===== src/design/pcm_block_level_statistics_core_macros.svh =====
// Assertion helpers shared by the statistics core.
`ifndef PCM_BLOCK_LEVEL_STATISTICS_CORE_MACROS_SVH
`define PCM_BLOCK_LEVEL_STATISTICS_CORE_MACROS_SVH

// Check on every rising clk edge outside reset.
`define PBLS_ASSERT(name, prop, msg) \
  name: assert property (@(posedge clk) disable iff (rst) (prop)) else $error(msg);

// Check on every rising clk edge, reset included.
`define PBLS_ASSERT_ALWAYS(name, prop, msg) \
  name: assert property (@(posedge clk) (prop)) else $error(msg);

`endif


===== src/design/pbls_pkg.sv =====
package pbls_pkg;

  localparam int SAMPLE_W = 16;
  localparam int CFG_W    = 13;

  localparam logic [CFG_W-1:0]    CFG_RESET = 13'd4096;
  localparam logic [SAMPLE_W-1:0] MIN_INIT  = 16'h7FFF;
  localparam logic [SAMPLE_W-1:0] MAX_INIT  = 16'h8000;

  typedef enum logic [1:0] {
    ST_ACCUM,
    ST_DIV,
    ST_LOAD
  } state_t;

endpackage


===== src/design/pcm_block_level_statistics_core.sv =====
// A sample that does not close its block is taken without a stall; samples stream at one per cycle in
// the accumulate state. The closing sample starts the restoring divider (one quotient bit per cycle
// over the sum width, 28 at MAX_BLOCK_LEN 4096); its done moves the core to the load state.
// Input is stalled from the closing sample until the result is loaded into the output register,
// and the load waits while a still-valid result is stalled; result_valid is registered from it.
// Synchronous reset: running values cleared, block_length back to 4096, no result pending.
`include "pcm_block_level_statistics_core_macros.svh"

module pcm_block_level_statistics_core #(
  parameter int MAX_BLOCK_LEN = 4096
) (
  input  logic                               clk,
  input  logic                               rst,
  input  logic                               sample_valid,
  output logic                               sample_stall,
  input  logic signed [pbls_pkg::SAMPLE_W-1:0] pcm_sample,
  output logic                               result_valid,
  input  logic                               result_stall,
  output logic signed [pbls_pkg::SAMPLE_W-1:0] block_min,
  output logic signed [pbls_pkg::SAMPLE_W-1:0] block_max,
  output logic        [pbls_pkg::SAMPLE_W-1:0] block_peak_abs,
  output logic        [pbls_pkg::SAMPLE_W-1:0] block_mean_abs,
  input  logic                               cfg_valid,
  output logic                               cfg_ready,
  input  logic        [pbls_pkg::CFG_W-1:0]    block_length
);

  localparam int CNT_W = $clog2(MAX_BLOCK_LEN + 1);
  localparam int SUM_W = $clog2(32768 * MAX_BLOCK_LEN + 1);
  localparam int SW    = pbls_pkg::SAMPLE_W;

  pbls_pkg::state_t state, state_next;

  logic [pbls_pkg::CFG_W-1:0] len_reg;
  logic signed [SW-1:0]       running_min;
  logic signed [SW-1:0]       running_max;
  logic [SW-1:0]              running_peak;
  logic [SUM_W-1:0]           abs_total;
  logic [CNT_W-1:0]           samples_seen;

  logic                       accept;
  logic                       out_free;
  logic [SW-1:0]              mag;
  logic [SUM_W-1:0]           total_upd;
  logic [CNT_W-1:0]           count;
  logic [CNT_W-1:0]           eff_len;
  logic                       closing;
  logic                       div_start;
  logic                       div_done;
  logic [SUM_W-1:0]           quotient;
  logic                       load_result;

  assign cfg_ready = 1'b1;

  always_ff @(posedge clk) begin
    if (rst) begin
      len_reg <= pbls_pkg::CFG_RESET;
    end else if (cfg_valid && cfg_ready) begin
      len_reg <= block_length;
    end
  end

  // Zero means one; saturate at the top.
  always_comb begin
    if (len_reg == '0) begin
      eff_len = CNT_W'(1);
    end else if (32'(len_reg) > 32'(MAX_BLOCK_LEN)) begin
      eff_len = CNT_W'(MAX_BLOCK_LEN);
    end else begin
      eff_len = CNT_W'(len_reg);
    end
  end

  always_comb begin
    mag       = pcm_sample[SW-1] ? (~pcm_sample + 1'b1) : pcm_sample;
    total_upd = abs_total + SUM_W'(mag);
    count     = samples_seen + 1'b1;
    closing   = (count >= eff_len);
  end

  assign accept    = sample_valid && !sample_stall;
  assign out_free  = !result_valid || !result_stall;
  assign div_start = accept && closing;

  // Next state.
  always_comb begin
    state_next = state;
    case (state)
      pbls_pkg::ST_ACCUM: begin
        if (div_start) begin
          state_next = pbls_pkg::ST_DIV;
        end
      end
      pbls_pkg::ST_DIV: begin
        if (div_done) begin
          state_next = pbls_pkg::ST_LOAD;
        end
      end
      pbls_pkg::ST_LOAD: begin
        if (out_free) begin
          state_next = pbls_pkg::ST_ACCUM;
        end
      end
      default: state_next = pbls_pkg::ST_ACCUM;
    endcase
  end

  // Outputs of the sequencer.
  always_comb begin
    sample_stall = 1'b1;
    load_result  = 1'b0;
    case (state)
      pbls_pkg::ST_ACCUM: sample_stall = 1'b0;
      pbls_pkg::ST_DIV:   sample_stall = 1'b1;
      pbls_pkg::ST_LOAD:  load_result  = out_free;
      default:            sample_stall = 1'b1;
    endcase
  end

  always_ff @(posedge clk) begin
    if (rst) begin
      state <= pbls_pkg::ST_ACCUM;
    end else begin
      state <= state_next;
    end
  end

  // Running values hold through the divide and clear when the result is loaded.
  always_ff @(posedge clk) begin
    if (rst || load_result) begin
      running_min  <= pbls_pkg::MIN_INIT;
      running_max  <= pbls_pkg::MAX_INIT;
      running_peak <= '0;
      abs_total    <= '0;
      samples_seen <= '0;
    end else if (accept) begin
      if (pcm_sample < running_min) begin
        running_min <= pcm_sample;
      end
      if (pcm_sample > running_max) begin
        running_max <= pcm_sample;
      end
      if (mag > running_peak) begin
        running_peak <= mag;
      end
      abs_total    <= total_upd;
      samples_seen <= count;
    end
  end

  pbls_div #(
    .DVD_W(SUM_W),
    .DVS_W(CNT_W)
  ) u_div (
    .clk      (clk),
    .rst      (rst),
    .start    (div_start),
    .dividend (total_upd),
    .divisor  (count),
    .done     (div_done),
    .quotient (quotient)
  );

  always_ff @(posedge clk) begin
    if (rst) begin
      result_valid <= 1'b0;
    end else if (load_result) begin
      result_valid <= 1'b1;
    end else if (!result_stall) begin
      result_valid <= 1'b0;
    end
  end

  always_ff @(posedge clk) begin
    if (load_result) begin
      block_min      <= running_min;
      block_max      <= running_max;
      block_peak_abs <= running_peak;
      block_mean_abs <= quotient[SW-1:0];
    end
  end

  `PBLS_ASSERT(a_result_from_load, $rose(result_valid) |-> $past(state) == pbls_pkg::ST_LOAD, "result appeared without a load")
  `PBLS_ASSERT(a_done_in_div, div_done |-> state == pbls_pkg::ST_DIV, "divider finished outside the divide state")
  `PBLS_ASSERT(a_div_entry, (state == pbls_pkg::ST_DIV && $past(state) == pbls_pkg::ST_ACCUM) |-> $past(accept), "divide entered without a closing transfer")
  `PBLS_ASSERT_ALWAYS(a_count_range, rst || (32'(samples_seen) <= 32'(MAX_BLOCK_LEN)), "sample count beyond block limit")

endmodule


===== src/design/pbls_div.sv =====
module pbls_div #(
  parameter int DVD_W = 28,
  parameter int DVS_W = 13
) (
  input  logic             clk,
  input  logic             rst,
  input  logic             start,
  input  logic [DVD_W-1:0] dividend,
  input  logic [DVS_W-1:0] divisor,
  output logic             done,
  output logic [DVD_W-1:0] quotient
);

  localparam int STEP_W = $clog2(DVD_W + 1);

  logic [STEP_W-1:0] steps_left;
  logic [DVS_W-1:0]  rem;
  logic [DVD_W-1:0]  quo;
  logic [DVS_W-1:0]  dvs;

  logic [DVS_W:0]    shifted;
  logic [DVS_W+1:0]  diff;

  // One restoring step: shift in the next dividend bit, try the subtract.
  always_comb begin
    shifted = {rem, quo[DVD_W-1]};
    diff    = {1'b0, shifted} - {2'b00, dvs};
  end

  always_ff @(posedge clk) begin
    if (rst) begin
      steps_left <= '0;
      done       <= 1'b0;
    end else if (start) begin
      steps_left <= STEP_W'(DVD_W);
      done       <= 1'b0;
    end else if (steps_left != '0) begin
      steps_left <= steps_left - 1'b1;
      done       <= (steps_left == STEP_W'(1));
    end else begin
      done <= 1'b0;
    end
  end

  always_ff @(posedge clk) begin
    if (start) begin
      rem <= '0;
      quo <= dividend;
      dvs <= divisor;
    end else if (steps_left != '0) begin
      if (diff[DVS_W+1]) begin
        rem <= shifted[DVS_W-1:0];
        quo <= {quo[DVD_W-2:0], 1'b0};
      end else begin
        rem <= diff[DVS_W-1:0];
        quo <= {quo[DVD_W-2:0], 1'b1};
      end
    end
  end

  assign quotient = quo;

endmodule

===== config.mk =====
export PLATFORM = sky130hd
export DESIGN_NAME = pcm_block_level_statistics_core
export DESIGN_NICKNAME = d
export VERILOG_FILES = /design/src/design/pbls_pkg.sv /design/src/design/pcm_block_level_statistics_core.sv /design/src/design/pbls_div.sv
export VERILOG_INCLUDE_DIRS = /design/src /design/src/design
export SDC_FILE = /design/constraint.sdc
export NUM_CORES = 1
export LEC_CHECK = 0
export BUFFER_PORTS_ARGS = -buffer_cell sky130_fd_sc_hd__buf_2
export CAP_MARGIN = 20
export CORE_UTILIZATION = 40
export DETAILED_ROUTE_END_ITERATION = 16
export PLACE_DENSITY_LB_ADDON = 0.12
export SKIP_CTS_REPAIR_TIMING = 1
export SLEW_MARGIN = 20
export SYNTH_ARGS = -nofsm -noshare
export SYNTH_HDL_FRONTEND = slang
export SYNTH_SLANG_ARGS = --single-unit

===== constraint.sdc =====
create_clock -name clk -period 7.1 [get_ports clk]
set_clock_uncertainty 0.2 [all_clocks]
set_input_delay 0.71 -clock clk [delete_from_list [all_inputs] [get_ports clk]]
set_output_delay 0.71 -clock clk [all_outputs]
set_load 0.1 [all_outputs]

[Word level (Yosys, flattened, before mapping)]
Index checks and enable logic that the tools add are counted.
Cells by class
  add/sub/neg operators: 5
  $lt $le $gt $ge: 5
  eq/ne operators: 7
  multiplexer cells: 17
  bitwise operators: 2
  reduce and logical (&&, ||, !) cells: 16
Operators by type and width (count)
  28-bit two-way mux: 2
  13-bit two-way mux: 3
  16-bit > comparator: 2
  28-bit by 16-bit adder with 28-bit output: 1
  16-bit by 1-bit adder with 16-bit output, second input constant: 1
  16-bit less-than comparator: 1
  16-bit two-way mux: 1
  16-bit inverter: 1
  14-bit by 13-bit subtractor with 15-bit output: 1
  13-bit by 1-bit adder with 13-bit output, second input constant: 1
  13-bit greater-or-equal comparator: 1
  13-bit > comparator, second input constant: 1
  13-bit logical NOT: 1
  5-bit two-way mux: 2
  2-bit two-way mux: 3
  2-bit one-hot mux with 3 select lines: 1
  2-bit AND reduction: 3
  5-bit by 1-bit == test with 1-bit output, second input constant: 1
  1-bit two-way mux: 5
  5-bit nonzero test: 1
  5-bit by 1-bit subtractor with 5-bit output, second input constant: 1
  2-bit by 1-bit inequality test with 1-bit output, second input constant: 2
  2-bit inequality test, second input constant: 2
  3-bit AND reduction: 1
  10 further kinds: 13
Storage, ports and cells
  register bits after elaboration: 229
  logic and storage cells: 70

[Logic depth before layout (Yosys ltp)]
  depth in word-level cells: 7
  mapped depth: 16
  gate-level depth less buffers: 14

[Cells and area by module]
Synthesis repeated with hierarchy kept, for this count alone.
Second synthesis, totals
  cells, all modules: 1192
  area, all modules: 11962.7 sq um
Modules (own cells, without submodules)
  pcm_block_level_statistics_core: times used 1, cells an instance 922, area an instance 8844.7 sq um, seq. area each 4023.9 sq um
  pbls_div: times used 1, cells an instance 270, area an instance 3118.0 sq um, seq. area each 1611.5 sq um

[Worst setup path after synthesis]
No wires, ideal clock.
  kind: register to register
  start point: reg result_valid
  end point: reg running_min[12]
  library setup time: 0.072 ns
  arrival time: 5.342 ns
  required time: 6.828 ns
  setup slack: 1.486 ns
  cell stages (with the launch flop): 8
  path buffers: 3
  cell sequence: dfxtp_1 a21oi_1 or2_2 clkbuf_1 clkbuf_1 buf_1 nor2_1 mux2i_1
Between the ends
  word-level cells in the longest chain between the ends: 4
Ends and longest elaborated chain
  start, declared: RTL line pcm_block_level_statistics_core.sv:17  | output logic result_valid,
  start signal, assigned: RTL line pcm_block_level_statistics_core.sv:166  | result_valid <= 1'b0;
  start signal, assigned: RTL line pcm_block_level_statistics_core.sv:168  | result_valid <= 1'b1;
  start signal, assigned: RTL line pcm_block_level_statistics_core.sv:170  | result_valid <= 1'b0;
  1-bit logical NOT: RTL line pcm_block_level_statistics_core.sv:82  | assign out_free = !result_valid || !result_stall;
  1-bit logical OR: RTL line pcm_block_level_statistics_core.sv:82
  1-bit two-way mux: RTL line pcm_block_level_statistics_core.sv:112  | case (state)
  named net load_result: RTL line pcm_block_level_statistics_core.sv:51  | logic load_result;
  1-bit logical OR: RTL line pcm_block_level_statistics_core.sv:130  | if (rst || load_result) begin
  end signal, assigned: RTL line pcm_block_level_statistics_core.sv:131  | running_min <= pbls_pkg::MIN_INIT;
  end signal, assigned: RTL line pcm_block_level_statistics_core.sv:138  | running_min <= pcm_sample;
  end, declared: RTL line pcm_block_level_statistics_core.sv:35  | logic signed [SW-1:0] running_min;
The timed path passes the listed nets, and every way through them passes these cells.
A chain may end at the register's enable or synchronous reset.

[Worst setup path after layout]
  start point: reg samples_seen[0]
  end point: reg u_div.quo[13], in the netlist u_div.quotient[13] (data pin)
Between the ends
  word-level cells in the longest chain between the ends: 4
Ends and longest elaborated chain
  start, declared: RTL line pcm_block_level_statistics_core.sv:39  | logic [CNT_W-1:0] samples_seen;
  start signal, assigned: RTL line pcm_block_level_statistics_core.sv:147  | samples_seen <= count;
  13-bit by 1-bit adder with 13-bit output: RTL line pcm_block_level_statistics_core.sv:77  | count = samples_seen + 1'b1;
  named net count[6]: RTL line pcm_block_level_statistics_core.sv:45  | logic [CNT_W-1:0] count;
  13-bit greater-or-equal comparator: RTL line pcm_block_level_statistics_core.sv:78  | closing = (count >= eff_len);
  1-bit logical AND: RTL line pcm_block_level_statistics_core.sv:83  | assign div_start = accept && closing;
  28-bit two-way mux: RTL line pbls_div.sv:46  | if (start) begin
  end signal, assigned: RTL line pbls_div.sv:48  | quo <= dividend;
  end signal, assigned: RTL line pbls_div.sv:53  | quo <= {quo[DVD_W-2:0], 1'b0};
  end signal, assigned: RTL line pbls_div.sv:56  | quo <= {quo[DVD_W-2:0], 1'b1};
  end, declared: RTL line pbls_div.sv:18  | logic [DVD_W-1:0] quo;
The timed path passes the listed nets, and every way through them passes these cells.

==> flow_summary.ini <==
[placed_design]
io_buffers = 99
place.detailed.hpwl_mm = 20.8
globalplace.congestion = 0.856
dpl.cell_count = 1717

[logic_synthesis]
synth-xor-area-share_pct = 4.45
synth_top_family_by_area = simple AND/OR/NAND/NOR gates
syn-num-nets = 1405
async_flop_share_pct = 0
avgSynthCellArea_sq_um = 9.56
synth_top_area_share_pct = 25.9
synth-simple-area-share_pct = 17.0
synth_edf_count = 105
synth.area.top_cells = edfxtp_1 (26%), dfxtp_1 (20%), ha_1 (9.5%)
synth_top_flop_cell = dfxtp_1
synth_compound_area_share_pct = 15.0
netlist-cell-type-count = 71
yosysMostFrequentCell = nand2_1
ys_ff_latch = 229
muxShareOfSynthArea_pct = 3.05
yosysSeqAreaShare_pct = 46.2
yosys.area.top_type = edfxtp_1
syn_inst = 1276
syn-cell-area_sq_mm = 0.0122
synth_common_cells = nand2_1 (130), dfxtp_1 (124), nor2_1 (114)
synth_adder_area_share_pct = 9.87
synth_warnings = 0

[power]
power.density_mw_per_mm2 = 317
total_leakage_power_uw = 0.00553
p_total_uw = 4400
ir_worst_vdd_v = 0.000163

[status]
status = finished, final reports clean

[worst_setup_path]
crit_buf_inv = 3
cp-end-kind = flip-flop
crit_fanout = 42
critPathMaxStageDelay_ps = 480
critPathLaunch = samples_seen[0]
arrival_ps = 4780
slowest_stage = clkinv_1
reg2reg_depth = 14
cp.required_ps = 7200
r2r_end = u_div.quotient[13]
worstSetupPathDepth = 14
path_cells = ha_1 -> and3_1 -> and3_1 -> xor2_1 -> ha_1 -> nand3_1 -> nand2_1 -> a211oi_1 -> o22a_1 -> buf_4 -> clkinv_1 -> buf_4 -> o2111a_1 -> a221o_1
r2r_slack_ps = 2420
start_kind = flip-flop
critPathTopFamily = buffers and inverters
r2r_start = samples_seen[0]
crit_end = u_div.quotient[13]
path_class = reg -> reg

[sta]
finalSetupViolations = 0
timing.fmax_ghz = 0.214
hold_viol = 0
post-route-period-util_pct = 65.9
min_period_ps = 4680
rsz0062_at_grt = no
relSlewSlack_pct = 38.7
worst_pin_slew_ps = 920
drv_slew = 0
tns_ps = 0

[drt]
via_per_inst = 5.36
post_drt_wl_per_cell_microns = 16.7
drtIter0Drc = 538
drtPass1Iterations = 6
wl_mm = 29.6
ant_nets = 0
vias = 9477
drc = 0

[floorplanning]
core_sq_mm = 0.0298
dieArea_sq_mm = 0.0312
die_h_microns = 177
rows = 63
start_util_pct = 40.9
die_w_microns = 177
pin_count = 101

[clock_tree]
numClockSinks = 229
clk_latency_ps = 550
htree_levels = 1
path_clk_slew_ps = 60
cts_buffers = 27
ctsRootBufferMaster = clkbuf_16
cts_tree = built
clockBufferDepth = 3

[finish]
area_delta_synth_final_pct = 13.8
fin_nets = 1486
instances_no_fill = 1768
n_fill_cell = 2900
num_antenna_cells = 0
layout-drive-gt1-share_pct = 12.0

[grt]
grt_pass1_vias = 9054
grt_max_degree = 69
grt_pass1_wl_mm = 47.8
grtUsageTotal_pct = 19.1
antenna_found_initial = 0
grt_overflow = 0

[min_path]
hold_class = in -> reg
min_from = block_length[12]

[job]
max_cap_violations = 0
==> kinds of logic (layout without fill, tap and decap cells) <==
logic type,after synthesis,in the layout
other cells,1,1
flops,229,229
simple gates,438,438
compound gates,275,275
mux,37,37
fa+ha+maj,95,95
buf+inv,139,241
xor+xnor,62,62
==> cell type report <==
type	count	area (sq um)	share of cell area (%)
sequential	229	5640	40.6
tap	390	488	3.52
inverter	80	300	2.16
multi-input combinational	908	6040	43.5
clock buffer	32	694	5.00
timing repair buffer	111	593	4.27
clock inverter	18	134	0.964
==> worst register-to-register path: cells and delay by family, from the launching register on <==
family / cells / cell delay [ps]
buffers and inverters: 3 / 1300
AO/OA/AOI/OAI: 4 / 910
AND/OR/NAND/NOR: 4 / 590
adder cells (fa/ha/maj): 2 / 580
XOR/XNOR: 1 / 450
flip-flops: 1 / 430
==> per-layer routing <==
layer  routed length, microns  GRT usage (%)  up-vias  part of all wire, %
met1                    15200           28.1     4441                   51
li1                         -              -     4791                    -
met2                    12300           29.0      202                   42
met4                      594           5.06        0                  2.0
met5                        0              0        -                    0
met3                     1420           2.92       43                  4.8
==> metrics by stage <==
| step | utilization, % | hold slack [ps] | setup slack [ps] | cell area, sq um |
|---|---|---|---|---|
| 2_1_floorplan | - | 208 | 1490 | 12200 |
| 3_3_place_gp | 43.7 | 224 | 2290 | 13000 |
| 3_5_place_dp | 43.8 | 213 | 2250 | 13000 |
| 4_1_cts | 46.5 | 186 | 2420 | 13900 |
| 5_1_grt | 46.6 | 203 | 1940 | 13900 |
| 6_report | 46.6 | 208 | 2420 | 13900 |
==> layout by cell type, fill, tap and decap left out, types with 9 or more instances in the layout <==
cell type / count
o21a_1: 10
o211ai_1: 11
xor2_1: 25
a211oi_1: 20
mux2i_1: 36
nor4_1: 10
ha_1: 93
dfxtp_1: 124
and2_1: 9
a21o_1: 18
o31ai_1: 22
nor2_1: 113
o21ai_0: 44
clkbuf_16: 27
edfxtp_1: 105
buf_2: 99
nand4_1: 41
nand2_1: 130
nand2b_1: 9
nand3_1: 25
xnor2_1: 37
nor3_1: 52
buf_4: 11
inv_1: 79
a21oi_1: 91
or3_1: 13
==> worst min path at each step <==
stage                                to  slack [ps]  depth (start not counted)
final                       len_reg[12]         210                          3
after global routing        len_reg[12]         200                          3
after CTS                   len_reg[12]         190                          3
after detailed placement  block_max[10]         210                          0
after global placement    block_max[10]         220                          0
after floorplan           block_max[10]         210                          0
==> power breakdown <==
part	switching (uW)	leakage, uW	total, uW	internal, uW
sequential	129	0.00201	1780	1650
combinational	805	0.00311	1320	512
clock	563	0.000403	1300	739
total	1500	0.00553	4400	2900
Power figures use the tool's default switching activity.
